`src/design/mwsm_pkg.sv`:
```
// ----------------------------------------------------------------------------
// mwsm_pkg
// Types, widths and codes shared by the mecanum wheel speed mixer modules.
// ----------------------------------------------------------------------------
`default_nettype none

package mwsm_pkg;

    localparam int AXIS_BITS  = 16;
    localparam int DUTY_BITS  = 8;
    localparam int WHEEL_BITS = 3;
    localparam int NUM_LANES  = 3;

    // |2v - lo - hi| <= hi - lo < 2**AXIS_BITS and |max - min| < 2**DUTY_BITS
    localparam int PROD_BITS = AXIS_BITS + DUTY_BITS;
    // sum of three quotients, each below 2**DUTY_BITS in magnitude
    localparam int SUM_BITS  = DUTY_BITS + 3;

    localparam int CFG_IDX_BITS  = 2;
    localparam int CFG_DATA_BITS = AXIS_BITS;

    localparam logic [CFG_IDX_BITS-1:0] CFG_INPUT_LOW  = CFG_IDX_BITS'(0);
    localparam logic [CFG_IDX_BITS-1:0] CFG_INPUT_HIGH = CFG_IDX_BITS'(1);
    localparam logic [CFG_IDX_BITS-1:0] CFG_MIN_SPEED  = CFG_IDX_BITS'(2);
    localparam logic [CFG_IDX_BITS-1:0] CFG_MAX_SPEED  = CFG_IDX_BITS'(3);

    localparam logic [AXIS_BITS-1:0] INPUT_LOW_RST  = AXIS_BITS'(-128);
    localparam logic [AXIS_BITS-1:0] INPUT_HIGH_RST = AXIS_BITS'(127);
    localparam logic [DUTY_BITS-1:0] MIN_SPEED_RST  = DUTY_BITS'(0);
    localparam logic [DUTY_BITS-1:0] MAX_SPEED_RST  = DUTY_BITS'(255);

    localparam logic [WHEEL_BITS-1:0] WHEEL_FRONT_LEFT  = WHEEL_BITS'(1);
    localparam logic [WHEEL_BITS-1:0] WHEEL_FRONT_RIGHT = WHEEL_BITS'(2);
    localparam logic [WHEEL_BITS-1:0] WHEEL_BACK_LEFT   = WHEEL_BITS'(3);
    localparam logic [WHEEL_BITS-1:0] WHEEL_BACK_RIGHT  = WHEEL_BITS'(4);

    // lane order inside the pipeline
    localparam int LANE_X  = 0;
    localparam int LANE_Y  = 1;
    localparam int LANE_RX = 2;

    typedef struct packed {
        logic signed [AXIS_BITS-1:0] strafe;
        logic signed [AXIS_BITS-1:0] forward_axis;
        logic signed [AXIS_BITS-1:0] rotate;
        logic [WHEEL_BITS-1:0]       wheel;
    } t_in_item;

    typedef struct packed {
        logic                 forward_drive;
        logic                 backward_drive;
        logic [DUTY_BITS-1:0] duty;
        logic                 range_error;
    } t_out_item;

    typedef struct packed {
        logic [AXIS_BITS-1:0] input_low;
        logic [AXIS_BITS-1:0] input_high;
        logic [DUTY_BITS-1:0] min_speed;
        logic [DUTY_BITS-1:0] max_speed;
    } t_cfg;

    typedef struct packed {
        logic [NUM_LANES-1:0]                neg;
        logic [NUM_LANES-1:0][AXIS_BITS-1:0] mag;
        logic [WHEEL_BITS-1:0]               wheel;
        logic                                err;
    } t_map_item;

    typedef struct packed {
        logic                 neg;
        logic [PROD_BITS-1:0] rem;
        logic [DUTY_BITS-1:0] quo;
    } t_div_lane;

    typedef struct packed {
        t_div_lane [NUM_LANES-1:0] lane;
        logic [WHEEL_BITS-1:0]     wheel;
        logic                      err;
    } t_div_item;

    typedef struct packed {
        logic [SUM_BITS-1:0] sum;
        logic                err;
    } t_sum_item;

endpackage

`default_nettype wire

```
`src/design/mecanum_wheel_speed_mixer_top.sv`:
```
// ----------------------------------------------------------------------------
// mecanum_wheel_speed_mixer_top
// Mecanum wheel speed mixer: maps joystick axes onto one wheel's drive.
//
//   channel   signals                          dir   transfer when
//   request   i_valid, o_stall, i_item         in    i_valid && !o_stall
//   result    o_valid, i_stall, o_item         out   o_valid && !i_stall
//   config    i_cfg_we, i_cfg_idx, i_cfg_data  in    i_cfg_we
//
// one request per cycle while o_stall is low, one result per request;
// the stages are clamp, multiply, the restoring divider by
// input_high - input_low, sum, and clamp into the output register
// synchronous active-low reset empties the pipeline and loads register defaults
// a stall on the result side holds every full stage; empty stages still fill
// ----------------------------------------------------------------------------
`default_nettype none

module mecanum_wheel_speed_mixer_top
    import mwsm_pkg::*;
(
    input  wire logic                     i_clk,
    input  wire logic                     i_rst_n,
    input  wire logic                     i_valid,
    output logic                          o_stall,
    input  wire t_in_item                 i_item,
    output logic                          o_valid,
    input  wire logic                     i_stall,
    output t_out_item                     o_item,
    input  wire logic                     i_cfg_we,
    input  wire logic [CFG_IDX_BITS-1:0]  i_cfg_idx,
    input  wire logic [CFG_DATA_BITS-1:0] i_cfg_data
);

    t_cfg r_cfg;

    logic [AXIS_BITS:0]   w_range;
    logic [AXIS_BITS-1:0] w_divisor;

    logic      w_front_ready;
    logic      w_back_ready;
    logic      w_div_valid [DUTY_BITS+1];
    logic      w_div_ready [DUTY_BITS+1];
    t_div_item w_div_data  [DUTY_BITS+1];

    always_ff @(posedge i_clk) begin
        if (!i_rst_n) begin
            r_cfg.input_low  <= INPUT_LOW_RST;
            r_cfg.input_high <= INPUT_HIGH_RST;
            r_cfg.min_speed  <= MIN_SPEED_RST;
            r_cfg.max_speed  <= MAX_SPEED_RST;
        end else if (i_cfg_we) begin
            case (i_cfg_idx)
                CFG_INPUT_LOW:  r_cfg.input_low  <= i_cfg_data[AXIS_BITS-1:0];
                CFG_INPUT_HIGH: r_cfg.input_high <= i_cfg_data[AXIS_BITS-1:0];
                CFG_MIN_SPEED:  r_cfg.min_speed  <= i_cfg_data[DUTY_BITS-1:0];
                CFG_MAX_SPEED:  r_cfg.max_speed  <= i_cfg_data[DUTY_BITS-1:0];
                default: ;
            endcase
        end
    end

    // input_high - input_low, positive whenever the range is valid
    assign w_range   = {r_cfg.input_high[AXIS_BITS-1], r_cfg.input_high}
                     - {r_cfg.input_low[AXIS_BITS-1], r_cfg.input_low};
    assign w_divisor = w_range[AXIS_BITS-1:0];

    assign o_stall = !w_front_ready;

    mwsm_front u_front (
        .i_clk   (i_clk),
        .i_rst_n (i_rst_n),
        .i_cfg   (r_cfg),
        .i_valid (i_valid),
        .o_ready (w_front_ready),
        .i_item  (i_item),
        .o_valid (w_div_valid[0]),
        .i_ready (w_div_ready[0]),
        .o_data  (w_div_data[0])
    );

    // quotient bits from the top down
    for (genvar j = 0; j < DUTY_BITS; j++) begin : g_div
        mwsm_div_stage #(
            .SHIFT (DUTY_BITS - 1 - j)
        ) u_stage (
            .i_clk     (i_clk),
            .i_rst_n   (i_rst_n),
            .i_divisor (w_divisor),
            .i_valid   (w_div_valid[j]),
            .o_ready   (w_div_ready[j]),
            .i_data    (w_div_data[j]),
            .o_valid   (w_div_valid[j+1]),
            .i_ready   (w_div_ready[j+1]),
            .o_data    (w_div_data[j+1])
        );
    end

    assign w_div_ready[DUTY_BITS] = w_back_ready;

    mwsm_back u_back (
        .i_clk   (i_clk),
        .i_rst_n (i_rst_n),
        .i_cfg   (r_cfg),
        .i_valid (w_div_valid[DUTY_BITS]),
        .o_ready (w_back_ready),
        .i_data  (w_div_data[DUTY_BITS]),
        .o_valid (o_valid),
        .i_ready (!i_stall),
        .o_item  (o_item)
    );

endmodule

`default_nettype wire

```
`src/design/mwsm_front.sv`:
```
// ----------------------------------------------------------------------------
// mwsm_front
// Clamps the three axes, forms the mapping numerators and their products
// with the speed span, in two register stages.
// ----------------------------------------------------------------------------
`default_nettype none

module mwsm_front
    import mwsm_pkg::*;
(
    input  wire logic      i_clk,
    input  wire logic      i_rst_n,
    input  wire t_cfg      i_cfg,
    input  wire logic      i_valid,
    output logic           o_ready,
    input  wire t_in_item  i_item,
    output logic           o_valid,
    input  wire logic      i_ready,
    output t_div_item      o_data
);

    logic      r_valid_a;
    logic      r_valid_b;
    t_map_item r_map;
    t_map_item n_map;
    t_div_item r_div;
    t_div_item n_div;
    logic      w_ready_a;
    logic      w_ready_b;

    logic signed [AXIS_BITS-1:0] w_lo;
    logic signed [AXIS_BITS-1:0] w_hi;
    logic signed [AXIS_BITS-1:0] w_axis  [NUM_LANES];
    logic signed [AXIS_BITS-1:0] w_clamp [NUM_LANES];
    logic signed [AXIS_BITS+1:0] w_off   [NUM_LANES];
    logic signed [AXIS_BITS+1:0] w_abs   [NUM_LANES];

    logic [DUTY_BITS:0]   w_span;
    logic [DUTY_BITS:0]   w_span_abs;
    logic                 w_span_neg;
    logic [DUTY_BITS-1:0] w_span_mag;

    assign w_ready_b = !r_valid_b || i_ready;
    assign w_ready_a = !r_valid_a || w_ready_b;
    assign o_ready   = w_ready_a;
    assign o_valid   = r_valid_b;
    assign o_data    = r_div;

    assign w_lo = $signed(i_cfg.input_low);
    assign w_hi = $signed(i_cfg.input_high);

    // stage a: clamp and numerator 2v - lo - hi as sign and magnitude
    always_comb begin
        w_axis[LANE_X]  = i_item.strafe;
        w_axis[LANE_Y]  = i_item.forward_axis;
        w_axis[LANE_RX] = i_item.rotate;
        n_map.wheel = i_item.wheel;
        n_map.err   = !(w_hi > w_lo);
        for (int k = 0; k < NUM_LANES; k++) begin
            if (w_axis[k] < w_lo) begin
                w_clamp[k] = w_lo;
            end else if (w_axis[k] > w_hi) begin
                w_clamp[k] = w_hi;
            end else begin
                w_clamp[k] = w_axis[k];
            end
            w_off[k] = $signed({w_clamp[k][AXIS_BITS-1], w_clamp[k], 1'b0})
                     - $signed({{2{w_lo[AXIS_BITS-1]}}, w_lo})
                     - $signed({{2{w_hi[AXIS_BITS-1]}}, w_hi});
            w_abs[k] = w_off[k][AXIS_BITS+1] ? -w_off[k] : w_off[k];
            n_map.neg[k] = w_off[k][AXIS_BITS+1];
            n_map.mag[k] = w_abs[k][AXIS_BITS-1:0];
        end
    end

    // stage b: multiply by the span max_speed - min_speed
    assign w_span     = {1'b0, i_cfg.max_speed} - {1'b0, i_cfg.min_speed};
    assign w_span_neg = w_span[DUTY_BITS];
    assign w_span_abs = w_span_neg ? -w_span : w_span;
    assign w_span_mag = w_span_abs[DUTY_BITS-1:0];

    always_comb begin
        n_div.wheel = r_map.wheel;
        n_div.err   = r_map.err;
        for (int k = 0; k < NUM_LANES; k++) begin
            n_div.lane[k].neg = r_map.neg[k] ^ w_span_neg;
            n_div.lane[k].rem = PROD_BITS'(r_map.mag[k]) * PROD_BITS'(w_span_mag);
            n_div.lane[k].quo = '0;
        end
    end

    always_ff @(posedge i_clk) begin
        if (!i_rst_n) begin
            r_valid_a <= 1'b0;
            r_valid_b <= 1'b0;
        end else begin
            if (w_ready_a) begin
                r_valid_a <= i_valid;
            end
            if (w_ready_b) begin
                r_valid_b <= r_valid_a;
            end
        end
    end

    always_ff @(posedge i_clk) begin
        if (w_ready_a && i_valid) begin
            r_map <= n_map;
        end
        if (w_ready_b && r_valid_a) begin
            r_div <= n_div;
        end
    end

endmodule

`default_nettype wire

```
`src/design/mwsm_div_stage.sv`:
```
// ----------------------------------------------------------------------------
// mwsm_div_stage
// One restoring division step: settles quotient bit SHIFT in all three lanes.
// ----------------------------------------------------------------------------
`default_nettype none

module mwsm_div_stage
    import mwsm_pkg::*;
#(
    parameter int SHIFT = 0
)
(
    input  wire logic                 i_clk,
    input  wire logic                 i_rst_n,
    input  wire logic [AXIS_BITS-1:0] i_divisor,
    input  wire logic                 i_valid,
    output logic                      o_ready,
    input  wire t_div_item            i_data,
    output logic                      o_valid,
    input  wire logic                 i_ready,
    output t_div_item                 o_data
);

    logic      r_valid;
    t_div_item r_data;
    t_div_item n_data;
    logic      w_ready;

    logic [PROD_BITS-1:0] w_step;
    logic [PROD_BITS:0]   w_diff [NUM_LANES];

    assign w_ready = !r_valid || i_ready;
    assign o_ready = w_ready;
    assign o_valid = r_valid;
    assign o_data  = r_data;

    assign w_step = PROD_BITS'(i_divisor) << SHIFT;

    always_comb begin
        n_data = i_data;
        for (int k = 0; k < NUM_LANES; k++) begin
            w_diff[k] = {1'b0, i_data.lane[k].rem} - {1'b0, w_step};
            if (!w_diff[k][PROD_BITS]) begin
                n_data.lane[k].rem        = w_diff[k][PROD_BITS-1:0];
                n_data.lane[k].quo[SHIFT] = 1'b1;
            end
        end
    end

    always_ff @(posedge i_clk) begin
        if (!i_rst_n) begin
            r_valid <= 1'b0;
        end else if (w_ready) begin
            r_valid <= i_valid;
        end
    end

    always_ff @(posedge i_clk) begin
        if (w_ready && i_valid) begin
            r_data <= n_data;
        end
    end

endmodule

`default_nettype wire

```
`src/design/mwsm_back.sv`:
```
// ----------------------------------------------------------------------------
// mwsm_back
// Forms the wheel's mecanum sum, adds the minimum speed, clamps and splits
// the speed into direction bits and duty, in two register stages.
// ----------------------------------------------------------------------------
`default_nettype none

module mwsm_back
    import mwsm_pkg::*;
(
    input  wire logic      i_clk,
    input  wire logic      i_rst_n,
    input  wire t_cfg      i_cfg,
    input  wire logic      i_valid,
    output logic           o_ready,
    input  wire t_div_item i_data,
    output logic           o_valid,
    input  wire logic      i_ready,
    output t_out_item      o_item
);

    localparam int PUSH_BITS = SUM_BITS + 1;

    logic      r_valid_a;
    logic      r_valid_b;
    t_sum_item r_sum;
    t_sum_item n_sum;
    t_out_item r_out;
    t_out_item n_out;
    logic      w_ready_a;
    logic      w_ready_b;

    logic signed [SUM_BITS-1:0]  w_q [NUM_LANES];
    logic signed [SUM_BITS-1:0]  w_s;
    logic signed [PUSH_BITS-1:0] w_sum;
    logic signed [PUSH_BITS-1:0] w_min;
    logic signed [PUSH_BITS-1:0] w_max;
    logic signed [PUSH_BITS-1:0] w_push;
    logic signed [PUSH_BITS-1:0] w_clip;
    logic signed [PUSH_BITS-1:0] w_mag;

    assign w_ready_b = !r_valid_b || i_ready;
    assign w_ready_a = !r_valid_a || w_ready_b;
    assign o_ready   = w_ready_a;
    assign o_valid   = r_valid_b;
    assign o_item    = r_out;

    // stage a: signed quotients and the per-wheel sum
    always_comb begin
        for (int k = 0; k < NUM_LANES; k++) begin
            w_q[k] = i_data.lane[k].neg
                   ? -$signed(SUM_BITS'(i_data.lane[k].quo))
                   :  $signed(SUM_BITS'(i_data.lane[k].quo));
        end
        case (i_data.wheel)
            WHEEL_FRONT_LEFT:  w_s = w_q[LANE_Y] + w_q[LANE_X] + w_q[LANE_RX];
            WHEEL_FRONT_RIGHT: w_s = w_q[LANE_Y] - w_q[LANE_X] - w_q[LANE_RX];
            WHEEL_BACK_LEFT:   w_s = w_q[LANE_Y] - w_q[LANE_X] + w_q[LANE_RX];
            WHEEL_BACK_RIGHT:  w_s = w_q[LANE_Y] + w_q[LANE_X] - w_q[LANE_RX];
            default:           w_s = '0;
        endcase
        n_sum.sum = w_s;
        n_sum.err = i_data.err;
    end

    // stage b: push away from zero, clamp, split into direction and duty
    assign w_sum = $signed({r_sum.sum[SUM_BITS-1], r_sum.sum});
    assign w_min = $signed({{(PUSH_BITS-DUTY_BITS){1'b0}}, i_cfg.min_speed});
    assign w_max = $signed({{(PUSH_BITS-DUTY_BITS){1'b0}}, i_cfg.max_speed});

    always_comb begin
        if (w_sum > 0) begin
            w_push = w_sum + w_min;
        end else if (w_sum < 0) begin
            w_push = w_sum - w_min;
        end else begin
            w_push = w_sum;
        end
        if (w_push > w_max) begin
            w_clip = w_max;
        end else if (w_push < -w_max) begin
            w_clip = -w_max;
        end else begin
            w_clip = w_push;
        end
        w_mag = w_clip[PUSH_BITS-1] ? -w_clip : w_clip;
        n_out.range_error    = r_sum.err;
        n_out.forward_drive  = !r_sum.err && (w_clip > 0);
        n_out.backward_drive = !r_sum.err && w_clip[PUSH_BITS-1];
        n_out.duty           = r_sum.err ? '0 : w_mag[DUTY_BITS-1:0];
    end

    always_ff @(posedge i_clk) begin
        if (!i_rst_n) begin
            r_valid_a <= 1'b0;
            r_valid_b <= 1'b0;
        end else begin
            if (w_ready_a) begin
                r_valid_a <= i_valid;
            end
            if (w_ready_b) begin
                r_valid_b <= r_valid_a;
            end
        end
    end

    always_ff @(posedge i_clk) begin
        if (w_ready_a && i_valid) begin
            r_sum <= n_sum;
        end
        if (w_ready_b && r_valid_a) begin
            r_out <= n_out;
        end
    end

endmodule

`default_nettype wire
```
`config.mk`:
```
export PLATFORM = sky130hd
export DESIGN_NAME = mecanum_wheel_speed_mixer_top
export DESIGN_NICKNAME = d
export VERILOG_FILES = /design/src/design/mwsm_pkg.sv /design/src/design/mecanum_wheel_speed_mixer_top.sv /design/src/design/mwsm_front.sv /design/src/design/mwsm_div_stage.sv /design/src/design/mwsm_back.sv
export SDC_FILE = /design/constraint.sdc
export NUM_CORES = 2
export LEC_CHECK = 0
export ABC_AREA = 1
export BUFFER_PORTS_ARGS = -buffer_cell sky130_fd_sc_hd__buf_2
export CAP_MARGIN = 20
export CORE_MARGIN = 10
export CORE_UTILIZATION = 40
export CTS_CLUSTER_SIZE = 20
export DETAILED_ROUTE_END_ITERATION = 10
export PLACE_DENSITY = 0.6
export SLEW_MARGIN = 20
export SYNTH_ARGS = -nofsm -noshare
export SYNTH_HDL_FRONTEND = slang
export SYNTH_SLANG_ARGS = --single-unit
```
`constraint.sdc`:
```
create_clock -name i_clk -period 20.3 [get_ports i_clk]
set_input_delay 1.015 -clock i_clk [delete_from_list [all_inputs] [get_ports i_clk]]
set_output_delay 1.015 -clock i_clk [all_outputs]
set_load 0.02 [all_outputs]
```
* Word level (Yosys, flattened, before mapping)
Index checks and enable logic that the tools add are counted.
** Storage, ports and cells
- Input port bits :: 74
- Bits in registers :: 885
- Word-level logic and storage cells :: 303
- Output and inout port bits :: 13
** Cells by class
- Reduce and logical (&&, ||, !) cells :: 47
- Bitwise gates (word level) :: 3
- Order comparisons :: 12
- Add/sub/neg operators :: 49
- Equal/unequal tests :: 7
- Multiply operators :: 3
- Muxes and demuxes :: 40
** Operators with widths (count)
- 2-to-1 mux 24 bit :: 18
- 2-to-1 mux 16 bit :: 9
- 2-to-1 mux 25 bit :: 3
- subtractor 24 x 16 -> 25 bit :: 3
- subtractor 24 x 17 -> 25 bit :: 3
- subtractor 24 x 18 -> 25 bit :: 3
- subtractor 24 x 19 -> 25 bit :: 3
- subtractor 24 x 20 -> 25 bit :: 3
- subtractor 24 x 21 -> 25 bit :: 3
- subtractor 24 x 22 -> 25 bit :: 3
- subtractor 24 x 23 -> 25 bit :: 3
- multiplier 16 x 8 -> 24 bit :: 3
- > comparator 16 bit :: 4
- subtractor 17 x 16 -> 18 bit :: 3
- subtractor 18 x 16 -> 18 bit :: 3
- less-than comparator 16 bit :: 3
- 2-to-1 mux 12 bit :: 4
- negation 16 bit :: 3
- one-hot mux 11 bit (4 select lines) :: 1
- adder 11 bit :: 3
- 2-to-1 mux 11 bit :: 3
- negation 8 -> 11 bit :: 3
- subtractor 11 bit :: 3
- zero test 1 bit :: 16
- 22 further kinds :: 55

* Logic depth before layout (Yosys ltp)
- Depth in word-level cells :: 14
- Mapped depth :: 38
- Depth with buffers taken out :: 37

* Cells and area by module
A second synthesis with hierarchy kept.
** Second synthesis, totals
- Cell total of the unflattened synthesis :: 12367
- Area total of the unflattened synthesis :: 93802.5 um^2
** Modules (own cells, without submodules)
- mwsm_front :: seq. area each 3943.8 um^2, cells an instance 3019, times used 1, area each 24158.2 um^2
- mwsm_div_stage at g_div[6].u_stage :: seq. area each 3113.0 um^2, cells an instance 1151, times used 1, area each 8349.3 um^2
- mwsm_div_stage at g_div[7].u_stage :: seq. area each 3113.0 um^2, cells an instance 1142, times used 1, area each 8339.2 um^2
- mwsm_div_stage at g_div[5].u_stage :: seq. area each 3113.0 um^2, cells an instance 1084, times used 1, area each 7946.4 um^2
- mwsm_div_stage at g_div[4].u_stage :: seq. area each 3113.0 um^2, cells an instance 1010, times used 1, area each 7704.9 um^2
- mwsm_div_stage at g_div[3].u_stage :: seq. area each 3113.0 um^2, cells an instance 987, times used 1, area each 7569.8 um^2
- mwsm_div_stage at g_div[2].u_stage :: seq. area each 3113.0 um^2, cells an instance 932, times used 1, area each 7343.3 um^2
- mwsm_div_stage at g_div[0].u_stage :: seq. area each 3113.0 um^2, cells an instance 894, times used 1, area each 7055.5 um^2
- mwsm_div_stage at g_div[1].u_stage :: seq. area each 3113.0 um^2, cells an instance 860, times used 1, area each 6937.9 um^2
- mwsm_back :: seq. area each 730.7 um^2, cells an instance 893, times used 1, area each 5703.0 um^2
- mecanum_wheel_speed_mixer_top :: seq. area each 960.9 um^2, cells an instance 395, times used 1, area each 2695.1 um^2

* Worst setup path before layout
OpenSTA, ideal clock, no wires.
- Kind :: register -> register
- Start :: register r_cfg[0] in the netlist's numbering
- End :: register u_front.r_div, in the netlist u_front.o_data[68], data pin
- Arrival time :: 6.428 ns
- Stages on the path, launching flop included :: 34
- Data required time :: 20.038 ns
- Clock period less this slack :: 6.690 ns
- Path buffers :: 2
- Setup slack :: 13.610 ns
- Library setup time :: 0.262 ns
- Cell sequence :: dfxtp_1 -> inv_1 -> ha_1 -> inv_1 -> fa_1 -> a21oi_1 -> o21ai_0 -> xor2_1 -> inv_1 -> nand3_1 -> nor2_1 -> nand2_1 -> nand3_1 -> nand2_1 -> inv_1 -> buf_2 -> buf_2 -> nor2_1 -> fa_1 -> inv_1 -> fa_1 -> fa_1 -> fa_1 -> inv_1 -> ha_1 -> a21oi_1 -> inv_1 -> a31oi_1 -> o21ai_1 -> a21boi_0 -> o21ai_1 -> a21boi_0 -> o21ai_1 -> xor2_1
** RTL lines
- start, declared :: line mecanum_wheel_speed_mixer_top.sv:34 : t_cfg r_cfg;
- end signal, assigned :: line mwsm_front.sv:111 : r_div <= n_div;
- end, declared :: line mwsm_front.sv:26 : t_div_item r_div;

==> flow_summary.yaml <==
status:
  status: "completed"
clocking:
  cts-root-buf: "clkbuf_16"
  clock_path_buffers: 3
  htree_num_levels: 3
  hold_buffers: 0
  clock_latency_ns: 0.72
  clock-sinks: 867
  numCtsBuffers: 99
  cts_tree: "yes"
  cts.repair.resized: 0
  cts_setup_buffers: 0
  cts.clk_slew.worst_paths_ns: 0.06
cells_and_area:
  layout-drive-gt1-share_pct: 4.99
  fillers: 16900
  layout.nets: 9291
  area_growth_pct: 9.54
sta:
  grt_setup_unrepaired: "false"
  finalCritPeriodShare_pct: 39.8
  setup_tns_ns: 0
  finClkSkew_ns: 0.0530
  fin_crit_ns: 8.08
  setup_viol: 0
  clock.fmax_ghz: 0.124
  relSlewSlack_pct: 28.5
  hold_viol: 0
  slew_viol_final: 0
  tightest_slew_ns: 1.07
synthesis:
  synthArstFlopShare_pct: 0
  yosysUniqueCellTypes: 72
  syn-cell-area_um2: 70800
  synth_edf_count: 807
  synthTopCellsByArea: "edfxtp_1 34%, ha_1 14%, fa_1 9.3%, nand2_1 7.9%, inv_1 5.7%"
  avgSynthCellArea_um2: 8.83
  synthFlopType: "edfxtp_1"
  synth.largest_area_cell: "edfxtp_1"
  ys_seq_area_share_pct: 35.9
  yosys_register_bits: 867
  synthDominantCellAreaShare_pct: 34.2
  yosysWarnings: 0
  syn-num-nets: 9200
  synthCells: 8021
global_route:
  grt_pass1_vias: 52600
  grtUsageTotal_pct: 17.9
  antenna_found_initial: 1
  grt_pass1_wl_mm: 280
  grt_max_degree: 84
  overflow: 0
routing:
  ant_nets: 0
  drc: 0
  dr.max_layer_used: "met4"
  drt-total-wl_mm: 175
  vias_per_cell: 5.09
  wl_met3_mm: 7.78
  wl_met1_mm: 79.8
  wl_met2_mm: 80.7
  firstDrtPassIters: 6
  drtIter0Drc: 3371
  vias: 53600
  post_drt_wl_per_cell_um: 16.6
worst_setup_path:
  crit_arrival_ns: 8.53
  crit_slowest_cell: "nor2_1"
  worstSetupStartpointType: "flop"
  timing.critical_path.from: "r_cfg[0]"
  crit_buf_inv: 7
  path_class: "flop to flop"
  cp_slowest_stage_delay_ns: 0.54
  cp.required_ns: 20.74
  crit_fanout: 14
  cpMostUsedCell: "inv_1"
  cp-end-kind: "flop"
  cp_top_family: "compound AO/OA/AOI/OAI gates"
  reg2reg_from: "r_cfg[0]"
floorplanning:
  core_area_um2: 176000
  die_h_um: 441
  die_w_um: 441
  rows: 154
  start_util_pct: 40.2
  die-area_um2: 194000
  ioPinCount: 87
flow_run:
  cap_viol_max_count: 0
placed_design:
  post-dp-hpwl_mm: 135
  globalplace.congestion: 0.904
  io_buffers: 86
worst_hold_path:
  min-delay-start: "u_front.o_data[0]"
  hold_class: "flop to flop"
-- cells in the mapped netlist, types with 3 or more instances --
cell,instances
a2111oi_0,5
a211oi_1,22
a21boi_0,12
a21boi_1,9
a21o_1,33
a21oi_1,724
a21oi_2,5
a221oi_1,5
a31oi_1,34
and2_1,9
buf_2,49
buf_4,9
clkbuf_1,78
clkinv_1,8
dfxtp_1,60
edfxtp_1,807
fa_1,329
ha_1,776
inv_1,1074
inv_2,11
mux2_2,7
nand2_1,1496
nand2_2,14
nand3_1,268
nand3_2,8
nand3b_1,16
nand4_1,59
nor2_1,737
nor2_2,7
nor3_1,72
nor4_1,25
o211ai_1,52
o21a_1,10
o21ai_0,494
o21ai_1,47
o21ai_2,3
o21bai_1,49
o221ai_1,3
o22ai_1,4
o31ai_1,17
or2_2,19
or3b_2,3
xnor2_1,253
xor2_1,261
-- cells in the final DEF, fill, tap and decap left out, types with 19 or more instances in the layout --
| cell type | n |
|---|---|
| inv_1 | 1069 |
| a31oi_1 | 34 |
| clkbuf_16 | 100 |
| fa_1 | 329 |
| buf_4 | 47 |
| nand3_1 | 268 |
| a21o_1 | 33 |
| edfxtp_1 | 807 |
| ha_1 | 776 |
| a211oi_1 | 22 |
| or2_2 | 19 |
| clkinv_1 | 21 |
| nand2_1 | 1496 |
| o211ai_1 | 52 |
| nand4_1 | 59 |
| o21bai_1 | 49 |
| o21ai_0 | 493 |
| a21oi_1 | 722 |
| nor3_1 | 72 |
| xnor2_1 | 253 |
| nor4_1 | 25 |
| o21ai_1 | 48 |
| buf_2 | 86 |
| xor2_1 | 247 |
| nor2_1 | 729 |
| dfxtp_1 | 60 |
-- state kept, by name, summed over array words and instances, names as in the netlist, 4 cells and up --
register	flops
g_div.u_stage.o_data	654
g_div.u_stage.o_valid	8
r_cfg	48
u_back.o_item	11
u_back.r_sum	11
u_front.n_div	4
u_front.o_data	77
u_front.r_map	49
-- worst paths after layout --
check        depth (start not counted)  slack, ns                         end
max                                 31      12.22         u_front.o_data[100]
min                                  0       0.41  g_div[0].u_stage.o_data[0]
max reg2reg                         31      12.22         u_front.o_data[100]
min reg2reg                          0       0.41  g_div[0].u_stage.o_data[0]
-- stage by stage --
stage	instance area, µm²	worst slack, ns	utilization (%)	instances	hold WS, ns
finish	77600	12.22	44.0	10500	0.408
CTS	77500	12.26	44.0	10500	0.405
floorplan	70800	13.61	-	8021	0.400
detailed placement	74200	12.30	42.1	10400	0.405
global route	77600	11.56	44.0	10500	0.415
global placement	74200	12.46	42.1	10400	0.401
-- kinds of logic after synthesis --
| logic type | count (synthesis) | share of synthesized area, % |
|---|---|---|
| buf+inv | 1237 | 6.74 |
| fa+ha+maj | 1105 | 23.0 |
| xor+xnor | 514 | 6.36 |
| simple gates | 2747 | 15.9 |
| mux | 8 | 0.125 |
| flops | 867 | 35.9 |
| compound gates | 1543 | 11.9 |
-- metal layers --
| metal | vias up | GRT usage, % |
|---|---|---|
| met1 | 25000 | 23.4 |
| li1 | 27200 | - |
| met5 | - | 0 |
| met4 | 0 | 7.01 |
| met2 | 1179 | 29.9 |
| met3 | 296 | 2.26 |
-- area by class of cell --
| cell class | count | area [µm²] | area share [%] |
|---|---|---|---|
| inverters | 1094 | 4120 | 5.31 |
| clock buffers | 114 | 2560 | 3.31 |
| diodes | 2 | 5.00 | 0.00645 |
| repair buffers | 133 | 783 | 1.01 |
| well taps | 2340 | 2930 | 3.77 |
| multi-input cells | 5917 | 40900 | 52.8 |
| flip-flops and latches | 867 | 25400 | 32.8 |
| clock inverters | 71 | 795 | 1.02 |
Power is not shown: default switching activity piles up to over one toggle a cycle in this logic, so the estimate is an artifact.
